File: src/rtl/point_marker_vertex_generator_defines.svh
// ----------------------------------------------------------------------------
// Point marker vertex generator: assertion macros
// Shared concurrent-check wrappers, clocked on clk, off while in reset.
// ----------------------------------------------------------------------------
`ifndef POINT_MARKER_VERTEX_GENERATOR_DEFINES_SVH
`define POINT_MARKER_VERTEX_GENERATOR_DEFINES_SVH

// same-cycle implication
`define PMVG_ASSERT_IMPL(label, ante, cons) \
    label: assert property (@(posedge clk) disable iff (!rst_n) (ante) |-> (cons)) \
        else $error("pmvg: same-cycle check failed");

// next-cycle implication
`define PMVG_ASSERT_NEXT(label, ante, cons) \
    label: assert property (@(posedge clk) disable iff (!rst_n) (ante) |=> (cons)) \
        else $error("pmvg: next-cycle check failed");

`endif

File: src/rtl/pmvg_pkg.sv
// ----------------------------------------------------------------------------
// pmvg_pkg
// Types, codes and constant tables for the point marker vertex generator.
// ----------------------------------------------------------------------------
package pmvg_pkg;

    // marker style codes
    localparam logic [2:0] STYLE_NONE     = 3'd0;
    localparam logic [2:0] STYLE_CROSS    = 3'd1;
    localparam logic [2:0] STYLE_DISC     = 3'd2;
    localparam logic [2:0] STYLE_RHOMBUS  = 3'd3;
    localparam logic [2:0] STYLE_SQUARE   = 3'd4;
    localparam logic [2:0] STYLE_TRIANGLE = 3'd5;

    // register indexes (byte address = 4 * index)
    localparam logic [1:0] REG_STYLE = 2'd0;
    localparam logic [1:0] REG_WIDTH = 2'd1;
    localparam logic [1:0] REG_SCALE = 2'd2;

    localparam int DISC_STEPS = 16;
    localparam int VTX_W      = $clog2(DISC_STEPS + 1);
    localparam int Q_DEPTH    = 4;
    localparam int Q_PTR_W    = $clog2(Q_DEPTH);
    localparam int Q_CNT_W    = $clog2(Q_DEPTH + 1);

    // 1.5 * 256 * round(sqrt(3)/2 * 65536)
    localparam logic [32:0] TRI_K = 33'd21794304;

    typedef logic signed [27:0] coord_t;   // scaled point, full width
    typedef logic signed [17:0] offs_t;    // marker offset, Q9.8

    typedef struct packed {
        coord_t     px;
        coord_t     py;
        logic [2:0] style;
        logic [6:0] half_w;
    } entry_t;

    typedef struct packed {
        logic empty;
        logic full;
    } q_status_t;

    typedef logic signed [15:0] disc_tab_t [0:DISC_STEPS];

    localparam int QUARTER_SINE [0:32] = '{
        0, 804, 1606, 2404, 3196, 3981, 4756, 5520, 6270, 7005, 7723,
        8423, 9102, 9760, 10394, 11003, 11585, 12140, 12665, 13160, 13623,
        14053, 14449, 14811, 15137, 15426, 15679, 15893, 16069, 16207,
        16305, 16364, 16384
    };

    // quarter wave with linear interpolation, r in 1/32768 turn, 0..8192
    function automatic int quarter_lookup(int r);
        int idx;
        int f;
        idx = r >> 8;
        f   = r & 255;
        if (idx >= 32)
            return QUARTER_SINE[32];
        return QUARTER_SINE[idx]
             + (((QUARTER_SINE[idx + 1] - QUARTER_SINE[idx]) * f + 128) >> 8);
    endfunction

    // Q2.14 sine of a phase in 1/32768 turn
    function automatic int sine_q14(int phase);
        int ph;
        int q;
        int r;
        int mag;
        ph  = phase & 32767;
        q   = ph >> 13;
        r   = ph & 8191;
        mag = ((q & 1) != 0) ? quarter_lookup(8192 - r) : quarter_lookup(r);
        return ((q & 2) != 0) ? -mag : mag;
    endfunction

    function automatic disc_tab_t disc_table(bit use_cos);
        disc_tab_t t;
        int ph;
        for (int i = 0; i <= DISC_STEPS; i++) begin
            ph   = (i * 32768) / DISC_STEPS;
            t[i] = 16'(sine_q14(use_cos ? ph + 8192 : ph));
        end
        return t;
    endfunction

    localparam disc_tab_t DISC_COS = disc_table(1'b1);
    localparam disc_tab_t DISC_SIN = disc_table(1'b0);

endpackage

File: src/rtl/point_marker_vertex_generator.sv
// ----------------------------------------------------------------------------
// point_marker_vertex_generator
// Turns plotted points into marker outline vertices for a chosen style.
// ----------------------------------------------------------------------------
// Each accepted point beat is scaled by scale_factor (Q4.12) and, unless it is
// flagged invalid or the style is none (codes 0, 6, 7), yields the vertices of
// its marker, one vertex beat per clock unless out_stall holds the output:
// cross 4, rhombus 5, square 5, triangle 4, disc DISC_STEPS+1 (17). Skipped
// points produce nothing. The front takes the next point while the back is
// still walking the previous one: a four-entry queue sits between them, and
// the output register lets the back run again in the cycle a stalled vertex
// is taken. From an input beat to its first vertex, a point passes the scale
// multiply register, the queue, the offset stage and the output register.
// Coordinates are Q15.8; every vertex coordinate saturates to the 24-bit
// signed range. Registers sit on an APB port at byte addresses 0
// (marker_style), 4 (point_width), 8 (scale_factor) and are only to be
// written while no point is in flight.
// ----------------------------------------------------------------------------
module point_marker_vertex_generator (
    input  logic                clk,
    input  logic                rst_n,

    // point channel
    input  logic                in_valid,
    output logic                in_stall,
    input  logic signed [23:0]  point_x,
    input  logic signed [23:0]  point_y,
    input  logic                point_invalid,

    // vertex channel
    output logic                out_valid,
    input  logic                out_stall,
    output logic signed [23:0]  vertex_x,
    output logic signed [23:0]  vertex_y,
    output logic                end_of_polygon,
    output logic                last_of_point,

    // register port
    input  logic                psel,
    input  logic                penable,
    input  logic                pwrite,
    input  logic [3:0]          paddr,
    input  logic [31:0]         pwdata,
    output logic [31:0]         prdata,
    output logic                pready
);
    import pmvg_pkg::*;

    // configuration registers
    logic [2:0]   style_reg;
    logic [7:0]   width_reg;
    logic [15:0]  scale_reg;
    logic         cfg_wr;
    logic [1:0]   reg_idx;

    // front/back coupling
    entry_t       push_entry, head;
    q_status_t    q_status;
    logic         push, pop;

    assign pready  = 1'b1;
    assign reg_idx = paddr[3:2];
    assign cfg_wr  = psel && penable && pwrite && pready;

    always_ff @(posedge clk or negedge rst_n)
    begin
        if (!rst_n)
        begin
            style_reg <= STYLE_NONE;
            width_reg <= 8'd2;
            scale_reg <= 16'd4096;     // 1.0
        end
        else if (cfg_wr)
        begin
            case (reg_idx)
                REG_STYLE: style_reg <= pwdata[2:0];
                REG_WIDTH: width_reg <= pwdata[7:0];
                REG_SCALE: scale_reg <= pwdata[15:0];
                default:   ;           // unmapped, write ignored
            endcase
        end
    end

    always_comb
    begin
        case (reg_idx)
            REG_STYLE: prdata = {29'd0, style_reg};
            REG_WIDTH: prdata = {24'd0, width_reg};
            REG_SCALE: prdata = {16'd0, scale_reg};
            default:   prdata = '0;
        endcase
    end

    // front: accept, drop skipped points, scale
    pmvg_front u_front (
        .clk           (clk),
        .rst_n         (rst_n),
        .in_valid      (in_valid),
        .in_stall      (in_stall),
        .point_x       (point_x),
        .point_y       (point_y),
        .point_invalid (point_invalid),
        .marker_style  (style_reg),
        .point_width   (width_reg),
        .scale_factor  (scale_reg),
        .q_status      (q_status),
        .push          (push),
        .push_entry    (push_entry)
    );

    // decoupling queue
    pmvg_queue u_queue (
        .clk        (clk),
        .rst_n      (rst_n),
        .push       (push),
        .push_entry (push_entry),
        .pop        (pop),
        .head       (head),
        .status     (q_status)
    );

    // back: vertex sequencer, offset and saturation stages
    pmvg_back u_back (
        .clk            (clk),
        .rst_n          (rst_n),
        .head           (head),
        .q_status       (q_status),
        .pop            (pop),
        .out_valid      (out_valid),
        .out_stall      (out_stall),
        .vertex_x       (vertex_x),
        .vertex_y       (vertex_y),
        .end_of_polygon (end_of_polygon),
        .last_of_point  (last_of_point)
    );

endmodule

File: src/rtl/pmvg_queue.sv
// ----------------------------------------------------------------------------
// pmvg_queue
// Small flop FIFO of classified points between front and back.
// ----------------------------------------------------------------------------
`include "point_marker_vertex_generator_defines.svh"

module pmvg_queue (
    input  logic               clk,
    input  logic               rst_n,
    input  logic               push,
    input  pmvg_pkg::entry_t   push_entry,
    input  logic               pop,
    output pmvg_pkg::entry_t   head,
    output pmvg_pkg::q_status_t status
);
    import pmvg_pkg::*;

    entry_t               store [Q_DEPTH];
    logic [Q_PTR_W-1:0]   wr_ptr_reg, wr_ptr_next;
    logic [Q_PTR_W-1:0]   rd_ptr_reg, rd_ptr_next;
    logic [Q_CNT_W-1:0]   count_reg, count_next;

    always_comb
    begin
        wr_ptr_next = push ? wr_ptr_reg + 1'b1 : wr_ptr_reg;
        rd_ptr_next = pop  ? rd_ptr_reg + 1'b1 : rd_ptr_reg;
        count_next  = count_reg;
        if (push && !pop)
            count_next = count_reg + 1'b1;
        else if (pop && !push)
            count_next = count_reg - 1'b1;
    end

    always_ff @(posedge clk or negedge rst_n)
    begin
        if (!rst_n)
        begin
            wr_ptr_reg <= '0;
            rd_ptr_reg <= '0;
            count_reg  <= '0;
        end
        else
        begin
            wr_ptr_reg <= wr_ptr_next;
            rd_ptr_reg <= rd_ptr_next;
            count_reg  <= count_next;
        end
    end

    always_ff @(posedge clk)
    begin
        if (push)
            store[wr_ptr_reg] <= push_entry;
    end

    assign head         = store[rd_ptr_reg];
    assign status.empty = (count_reg == '0);
    assign status.full  = (count_reg == Q_CNT_W'(Q_DEPTH));

    `PMVG_ASSERT_IMPL(a_no_push_full, push, !status.full)
    `PMVG_ASSERT_IMPL(a_no_pop_empty, pop, !status.empty)
    `PMVG_ASSERT_IMPL(a_count_bound, 1'b1, count_reg <= Q_CNT_W'(Q_DEPTH))

endmodule

File: src/rtl/pmvg_front.sv
// ----------------------------------------------------------------------------
// pmvg_front
// Accepts points, drops skipped ones, scales the rest and queues them.
// ----------------------------------------------------------------------------
module pmvg_front (
    input  logic                clk,
    input  logic                rst_n,
    input  logic                in_valid,
    output logic                in_stall,
    input  logic signed [23:0]  point_x,
    input  logic signed [23:0]  point_y,
    input  logic                point_invalid,
    input  logic [2:0]          marker_style,
    input  logic [7:0]          point_width,
    input  logic [15:0]         scale_factor,
    input  pmvg_pkg::q_status_t q_status,
    output logic                push,
    output pmvg_pkg::entry_t    push_entry
);
    import pmvg_pkg::*;

    logic                stage_valid_reg, stage_valid_next;
    logic signed [39:0]  prod_x_reg, prod_y_reg;
    logic [2:0]          style_reg;
    logic [6:0]          half_w_reg;
    logic                take, keep;
    logic signed [39:0]  rnd_x, rnd_y;

    assign in_stall = stage_valid_reg && q_status.full;
    assign take     = in_valid && !in_stall;
    assign keep     = take && !point_invalid
                      && (marker_style inside {[STYLE_CROSS:STYLE_TRIANGLE]});
    assign push     = stage_valid_reg && !q_status.full;

    always_comb
    begin
        stage_valid_next = stage_valid_reg;
        if (keep)
            stage_valid_next = 1'b1;
        else if (push)
            stage_valid_next = 1'b0;
    end

    always_ff @(posedge clk or negedge rst_n)
    begin
        if (!rst_n)
            stage_valid_reg <= 1'b0;
        else
            stage_valid_reg <= stage_valid_next;
    end

    // Q15.8 * Q4.12, rounded back to Q.8 at push time
    always_ff @(posedge clk)
    begin
        if (keep)
        begin
            prod_x_reg <= 40'(point_x * $signed({1'b0, scale_factor}));
            prod_y_reg <= 40'(point_y * $signed({1'b0, scale_factor}));
            style_reg  <= marker_style;
            half_w_reg <= point_width[7:1];
        end
    end

    // round half up: floor((p + 2048) / 4096)
    assign rnd_x = prod_x_reg + 40'sd2048;
    assign rnd_y = prod_y_reg + 40'sd2048;

    assign push_entry.px     = rnd_x[39:12];
    assign push_entry.py     = rnd_y[39:12];
    assign push_entry.style  = style_reg;
    assign push_entry.half_w = half_w_reg;

endmodule

File: src/rtl/pmvg_back.sv
// ----------------------------------------------------------------------------
// pmvg_back
// Walks the marker outline of the queue head, one vertex a beat.
// ----------------------------------------------------------------------------
`include "point_marker_vertex_generator_defines.svh"

module pmvg_back (
    input  logic                clk,
    input  logic                rst_n,
    input  pmvg_pkg::entry_t    head,
    input  pmvg_pkg::q_status_t q_status,
    output logic                pop,
    output logic                out_valid,
    input  logic                out_stall,
    output logic signed [23:0]  vertex_x,
    output logic signed [23:0]  vertex_y,
    output logic                end_of_polygon,
    output logic                last_of_point
);
    import pmvg_pkg::*;

    function automatic logic signed [23:0] sat24(logic signed [28:0] v);
        if (v > 29'sd8388607)
            return 24'sh7FFFFF;
        if (v < -29'sd8388608)
            return 24'sh800000;
        return v[23:0];
    endfunction

    logic [VTX_W-1:0]    vtx_reg, vtx_next, last_idx;
    logic                advance, issue, is_final;
    logic [6:0]          w;
    offs_t               h512, h384, h256, h192, tri_d, disc_x, disc_y;
    offs_t               dx, dy;
    logic                eop, fin;
    logic signed [23:0]  cprod, sprod, cround, sround;
    logic [32:0]         tprod;

    // offset stage
    logic                a_valid_reg;
    coord_t              a_px_reg, a_py_reg;
    offs_t               a_dx_reg, a_dy_reg;
    logic                a_eop_reg, a_fin_reg;

    // output stage
    logic                out_valid_reg;
    logic signed [23:0]  vx_reg, vy_reg;
    logic                eop_reg, fin_reg;
    logic signed [28:0]  sum_x, sum_y;

    assign advance  = !out_valid_reg || !out_stall;
    assign issue    = advance && !q_status.empty;
    assign is_final = (vtx_reg == last_idx);
    assign pop      = issue && is_final;
    assign vtx_next = issue ? (is_final ? '0 : vtx_reg + 1'b1) : vtx_reg;

    always_comb
    begin
        case (head.style)
            STYLE_CROSS:    last_idx = VTX_W'(3);
            STYLE_DISC:     last_idx = VTX_W'(DISC_STEPS);
            STYLE_RHOMBUS:  last_idx = VTX_W'(4);
            STYLE_SQUARE:   last_idx = VTX_W'(4);
            STYLE_TRIANGLE: last_idx = VTX_W'(3);
            default:        last_idx = '0;
        endcase
    end

    assign w    = head.half_w;
    assign h512 = 18'({w, 9'b0});
    assign h384 = 18'({w, 8'b0}) + 18'({w, 7'b0});
    assign h256 = 18'({w, 8'b0});
    assign h192 = 18'({w, 7'b0}) + 18'({w, 6'b0});

    // disc: round(w*256*s / 16384) == floor((w*s + 32) / 64)
    assign cprod  = 24'($signed({1'b0, w}) * DISC_COS[vtx_reg]);
    assign sprod  = 24'($signed({1'b0, w}) * DISC_SIN[vtx_reg]);
    assign cround = cprod + 24'sd32;
    assign sround = sprod + 24'sd32;
    assign disc_x = 18'(cround >>> 6);
    assign disc_y = 18'(sround >>> 6);

    // triangle half base, rounded
    assign tprod = 33'(w) * TRI_K + 33'd32768;
    assign tri_d = 18'(tprod[32:16]);

    always_comb
    begin
        dx  = '0;
        dy  = '0;
        eop = 1'b0;
        fin = is_final;
        case (head.style)
            STYLE_CROSS:
            begin
                case (vtx_reg[1:0])
                    2'd0:    dx = -h512;
                    2'd1:    dx = h512;
                    2'd2:    dy = -h512;
                    default: dy = h512;
                endcase
                eop = vtx_reg[0];
            end
            STYLE_DISC:
            begin
                dx  = disc_x;
                dy  = disc_y;
                eop = is_final;
            end
            STYLE_RHOMBUS:
            begin
                case (vtx_reg[1:0])
                    2'd1:    dy = h384;
                    2'd2:    dx = h384;
                    2'd3:    dy = -h384;
                    default: dx = -h384;
                endcase
                eop = is_final;
            end
            STYLE_SQUARE:
            begin
                case (vtx_reg[1:0])
                    2'd1:
                    begin
                        dx = h256;
                        dy = -h256;
                    end
                    2'd2:
                    begin
                        dx = h256;
                        dy = h256;
                    end
                    2'd3:
                    begin
                        dx = -h256;
                        dy = h256;
                    end
                    default:
                    begin
                        dx = -h256;
                        dy = -h256;
                    end
                endcase
                eop = is_final;
            end
            STYLE_TRIANGLE:
            begin
                case (vtx_reg[1:0])
                    2'd1:
                    begin
                        dx = tri_d;
                        dy = h192;
                    end
                    2'd2:
                    begin
                        dx = -tri_d;
                        dy = h192;
                    end
                    default: dy = -h384;
                endcase
                eop = is_final;
            end
            default:
            begin
                eop = 1'b1;
            end
        endcase
    end

    assign sum_x = 29'(a_px_reg) + 29'(a_dx_reg);
    assign sum_y = 29'(a_py_reg) + 29'(a_dy_reg);

    always_ff @(posedge clk or negedge rst_n)
    begin
        if (!rst_n)
        begin
            vtx_reg       <= '0;
            a_valid_reg   <= 1'b0;
            out_valid_reg <= 1'b0;
        end
        else
        begin
            vtx_reg <= vtx_next;
            if (advance)
            begin
                a_valid_reg   <= issue;
                out_valid_reg <= a_valid_reg;
            end
        end
    end

    always_ff @(posedge clk)
    begin
        if (issue)
        begin
            a_px_reg  <= head.px;
            a_py_reg  <= head.py;
            a_dx_reg  <= dx;
            a_dy_reg  <= dy;
            a_eop_reg <= eop;
            a_fin_reg <= fin;
        end
        if (advance && a_valid_reg)
        begin
            vx_reg  <= sat24(sum_x);
            vy_reg  <= sat24(sum_y);
            eop_reg <= a_eop_reg;
            fin_reg <= a_fin_reg;
        end
    end

    assign out_valid      = out_valid_reg;
    assign vertex_x       = vx_reg;
    assign vertex_y       = vy_reg;
    assign end_of_polygon = eop_reg;
    assign last_of_point  = fin_reg;

    `PMVG_ASSERT_IMPL(a_last_closes, out_valid_reg && fin_reg, eop_reg)
    `PMVG_ASSERT_IMPL(a_vtx_bound, issue, vtx_reg <= last_idx)
    `PMVG_ASSERT_NEXT(a_pop_rewinds, pop, vtx_reg == '0)

endmodule

File: config.mk
export PLATFORM = sky130hd
export DESIGN_NAME = point_marker_vertex_generator
export DESIGN_NICKNAME = d
export VERILOG_FILES = /design/src/rtl/pmvg_pkg.sv /design/src/rtl/point_marker_vertex_generator.sv /design/src/rtl/pmvg_queue.sv /design/src/rtl/pmvg_front.sv /design/src/rtl/pmvg_back.sv
export VERILOG_INCLUDE_DIRS = /design/src /design/src/rtl
export SDC_FILE = /design/constraint.sdc
export NUM_CORES = 2
export LEC_CHECK = 0
export BUFFER_PORTS_ARGS = -buffer_cell sky130_fd_sc_hd__buf_4
export CELL_PAD_IN_SITES_DETAIL_PLACEMENT = 1
export CELL_PAD_IN_SITES_GLOBAL_PLACEMENT = 1
export CORE_UTILIZATION = 45
export CTS_CLUSTER_SIZE = 40
export DETAILED_ROUTE_END_ITERATION = 8
export PLACE_DENSITY_LB_ADDON = 0.3
export SETUP_SLACK_MARGIN = 0.2
export SLEW_MARGIN = 30
export SYNTH_ARGS = -nofsm -noshare
export SYNTH_HDL_FRONTEND = slang
export SYNTH_HIERARCHICAL = 1
export SYNTH_SLANG_ARGS = --single-unit
export TNS_END_PERCENT = 20
File: constraint.sdc
create_clock -name clk -period 10.35 [get_ports clk]
set_input_delay 0 -clock clk [delete_from_list [all_inputs] [get_ports clk]]
set_output_delay 0 -clock clk [all_outputs]
set_load 0.05 [all_outputs]
* Yosys cells after proc, flatten, opt, wreduce, memory -nomap -nowiden *
Memory sizes are Yosys's and may differ from the RTL's.
Index checks and enable logic that the tools add are counted.
Widths: inputs -> output; s select.

storage, ports and cells
  bits in registers = 276
  memory bits (writable) = 264
  ROM bits = 1,024
  logic and storage cells = 149
  memories kept = 3

memory list
  memory           words  bits a word  rd ports  clocked after memory_dff  wr ports  line              RTL
  (no name shown)  32     16           1         0                         0         pmvg_back.sv:77   assign sprod = 24'($signed({1'b0, w}) * DISC_SIN[vtx_reg]);
  (no name shown)  32     16           1         0                         0         pmvg_back.sv:76   assign cprod = 24'($signed({1'b0, w}) * DISC_COS[vtx_reg]);
  u_queue.store    4      66           1         0                         1         pmvg_queue.sv:18  entry_t store [Q_DEPTH];

operators by class
  $add $sub $neg = 18
  multiply operators = 5
  $lt $le $gt $ge = 7
  equality and inequality tests = 12
  multiplexer cells = 42
  bitwise gates (word level) = 1
  reduce and logical (&&, ||, !) cells = 37

operator list
  kind                    number
  $mux 24                 8
  $pmux 18 s2             5
  $pmux 18 s5             2
  $add 40x13->40 const B  2
  $mul 24x17->40          2
  $mux 16                 4
  $add 28x18->29          2
  $gt 29x24->1 const B    2
  $lt 29x24->1 const B    2
  $mux 18                 3
  $add 24x7->24 const B   2
  $mul 8x16->24           2
  $pmux 16 s3             1
  $add 32x16->33 const B  1
  $mul 7x16->23 const B   1
  $neg 15->18             1
  $neg 16->18             1
  $neg 17->18             1
  $neg 18->18             1
  $add 15x14->16          1
  $add 14x13->15          1
  $pmux 5 s3              1
  $mux 1                  14
  $logic_and 1x1->1       13
  25 further kinds        49

* Longest topological paths before layout *
An unclocked memory read counts as a cell.

  depth after elaboration = 9
  mapped depth = 29
  gate-level depth less buffers = 27

* By module *
Netlist, hierarchy kept.

by module, submodules not included
  module                         times used  cells an instance  area each (um^2)
  pmvg_front                     1           3,244              29,743.5
  pmvg_back                      1           2,201              20,312.0
  pmvg_queue                     1           379                9,937.0
  point_marker_vertex_generator  1           105                1,387.6

* Worst setup path before layout *
Ideal clock, no wire load.

  path kind = register -> register
  from = register u_queue.rd_ptr_reg[0]
  to = register u_back.a_dx_reg[16] (data pin)
  setup time = 0.260 ns
  arrival = 7.218 ns
  setup slack = 2.871 ns
  stages on the path, launching flop included = 28
  path buffers = 5
  period minus slack after synthesis = 7.479 ns
  path through = dfrtp_1 > buf_6 > buf_4 > mux4_2 > clkbuf_1 > inv_1 > clkbuf_1 > ha_1 > ha_1 > inv_1 > fa_1 > inv_1 > ha_1 > ha_1 > a311o_1 > a31oi_1 > xnor2_1 > ha_1 > inv_1 > or4_1 > o41ai_2 > o211ai_1 > xor2_1 > or4b_1 > buf_2 > or3_4 > and4b_1 > o21ai_1

RTL lines
  what                    line              RTL
  from (decl)             pmvg_queue.sv:20  logic [Q_PTR_W-1:0] rd_ptr_reg, rd_ptr_next;
  from (signal assigned)  pmvg_queue.sv:45  rd_ptr_reg <= rd_ptr_next;
  to (signal assigned)    pmvg_back.sv:198  a_dx_reg <= dx;
  to (decl)               pmvg_back.sv:42   offs_t a_dx_reg, a_dy_reg;

==> impl_metrics.json <==
{
  "grt_max_degree": 65,
  "grt_pass1_wl_um": 268000,
  "yosysWarnings": 6,
  "overflow": 0,
  "synthArstFlopShare_pct": 8.11,
  "synth_area_leaders": "fa_1 (30%), edfxtp_1 (23%), ha_1 (9.1%), inv_1 (7.7%), and2_1 (4.0%)",
  "period_minus_slack_ns": 8.35,
  "startpoint_type": "flip-flop",
  "dr.pass1.iters": 6,
  "fp.coreArea_um2": 135000,
  "finalNetCount": 7444,
  "cp-end-kind": "flip-flop",
  "cts-buffers-inserted": 56,
  "drcViolationCount": 0,
  "synthToLayoutAreaGrowth_pct": 8.14,
  "nFillCells": 15000,
  "num_rows": 135,
  "drt_wl_total_um": 169000,
  "clock_sinks": 518,
  "ys_seq_area_share_pct": 25.0,
  "ant_nets": 0,
  "worst-setup-path-type": "reg -> reg",
  "gp_congestion": 0.886,
  "synth_ff_type": "edfxtp_1",
  "cts_tree": "done",
  "clk_pin_slew_worst_paths_ns": 0.08,
  "final_common_cell": "inv_1",
  "final_cells": 7813,
  "slew_viol_final": 0,
  "syn_avg_cell_area_um2": 10.4,
  "clkLatencyLatePin_ns": 0.70,
  "cp.arrival_ns": 8.71,
  "grt_usage_pct": 25.1,
  "vias": 42300,
  "htreeDepth": 2,
  "synth_seq_cells": 518,
  "io_pins": 177,
  "tightest_slew_ns": 0.958,
  "cts_buffer_depth": 3,
  "synth_top_area_share_pct": 30.2,
  "drive_gt1_share_pct": 7.32,
  "syn-instance-count": 5929,
  "dieHeight_um": 371,
  "mostFrequentLayoutCells": "inv_1 (1251), fa_1 (926), nand2_1 (615)",
  "start_util_pct": 45.3,
  "synth_top_area_cell": "fa_1",
  "drt_iter0_drc": 2170,
  "min-delay-path-class": "in -> reg",
  "portBuffers": 141,
  "cts_root_buf": "clkbuf_16",
  "dp_hpwl_um": 128000,
  "setup_viol": 0,
  "crit_required_ns": 10.71,
  "final_hold_viol_count": 0,
  "dp_cells": 7672,
  "synth_edf_count": 476,
  "rsz0062_at_grt": "false",
  "die_area_um2": 138000,
  "relSlewSlack_pct": 35.7,
  "die-width_um": 371,
  "viasPerCell": 5.41,
  "post-route-period-util_pct": 80.6,
  "synth_cell_type_count": 97,
  "antenna_found_initial": 11,
  "wl_per_cell_um": 21.6,
  "clock_skew_ns": 0.0729,
  "synth_area_um2": 61400,
  "outcome": "finished clean",
  "drv_cap": 0,
  "critPathMaxFanout": 36,
  "largest_reg_flops": 264,
  "setup-tns-final_ns": 0,
  "max_clock_freq_mhz": 120,
  "cts_resized": 0,
  "grt_pass1_vias": 47600
}
[critical path, stage by stage (launching register included)]
cell and delay [ns]:
dfrtp_2 0.97, buf_4 0.56, mux4_2 0.43, buf_4 0.38, fa_1 0.49, ha_1 0.29
ha_1 0.32, fa_1 0.47, ha_1 0.41, a31oi_1 0.31, xnor2_1 0.19, ha_1 0.23
inv_1 0.08, nor4_1 0.81, o2111ai_1 0.22, o211ai_1 0.19, xor2_1 0.18, or4b_1 0.70
or3_4 0.45, xnor2_1 0.17, o221ai_1 0.15
[cell families after synthesis]
logic type / after synthesis / synth area share (%)
muxes: 114 / 3.32
other: 2 / 0.0122
AOI/OAI and AO/OA: 598 / 6.52
and+or+nand+nor: 1529 / 12.2
adders and majority gates: 1373 / 39.3
xor gates and xnor gates: 293 / 4.18
DFF: 518 / 25.0
buffers and inverters: 1502 / 9.45
[metrics by stage]
step	worst slack (ns)	cell area (um^2)	utilization, %	hold WS (ns)
after floorplan	2.87	61400	-	-0.296
after global placement	2.13	64000	47.3	0.109
after detailed placement	2.15	64100	47.3	0.109
after CTS	2.10	66300	49.0	0.0463
after global routing	1.57	66400	49.0	0.0750
final	2.00	66400	49.0	0.0909
[area by class of cell]
type	instances	area [um^2]	share of cell area (%)
Antenna cell	7	17.5	0.0264
Clock buffer	66	1470	2.21
Clock inverter	38	453	0.682
Inverter	1254	4710	7.10
Multi-Input combinational cell	3924	40300	60.7
Sequential cell	518	15400	23.1
Tap cell	1781	2230	3.36
Timing Repair Buffer	225	1820	2.74
[synthesized netlist by cell type, types with 10 or more instances]
cell type	number
nor3_1	103
xor2_1	74
fa_1	926
nand2b_1	18
nand4_1	22
xnor2_1	219
o221ai_1	12
a211oi_1	16
o21bai_1	16
o21a_1	22
ha_1	447
o211ai_1	13
nor2_1	164
a22oi_1	10
o21ai_0	91
buf_1	10
mux2_2	23
clkbuf_1	202
and2_1	388
mux4_2	66
and4_1	11
nand2_1	615
or3_1	14
a21oi_1	181
nor2b_1	28
mux2i_1	17
buf_4	22
and3_1	44
inv_1	1252
edfxtp_1	476
dfrtp_1	40
o22ai_1	18
a31oi_1	18
nand3_1	81
a21o_1	87
a22o_1	16
[path summary, 6_finish.rpt]
| check | from | to | slack, ns | depth (start not counted) |
|---|---|---|---|---|
| min reg2reg | u_back/a_eop_reg$_DFFE_PP_ | u_back/end_of_polygon$_DFFE_PP_ | 0.43 | 0 |
| max reg2reg | u_queue/rd_ptr_reg[1]$_DFFE_PN0P_ | u_back/a_dx_reg[14]$_DFFE_PP_ | 2.00 | 20 |
| min | pwdata[3] | width_reg[3]$_DFFE_PN0P_ | 0.09 | 3 |
| max | u_queue/rd_ptr_reg[1]$_DFFE_PN0P_ | u_back/a_dx_reg[14]$_DFFE_PP_ | 2.00 | 20 |
| min in group asynchronous | rst_n | u_queue/rd_ptr_reg[1]$_DFFE_PN0P_ | 0.38 | 3 |
| max in group asynchronous | rst_n | u_queue/rd_ptr_reg[0]$_DFFE_PN0P_ | 9.41 | 4 |
[routing by layer]
metal  vias up  part of all wire (%)  global-route usage, %
met5         -                0.0077                      0
met4         2                   2.3                   6.50
met3       231                   4.4                   2.56
met2      1032                    50                   44.2
met1     22100                    43                   32.9
li1      18900                     -                      -
[timing repair]
action	in CTS	in global routing
setup buffers	0	0
setup endpoints to repair	0	0
endpoints found under the hold margin	76	0
hold buffers	30	0
Power is not shown: default switching activity piles up to over one toggle a cycle in this logic, so the estimate is an artifact.
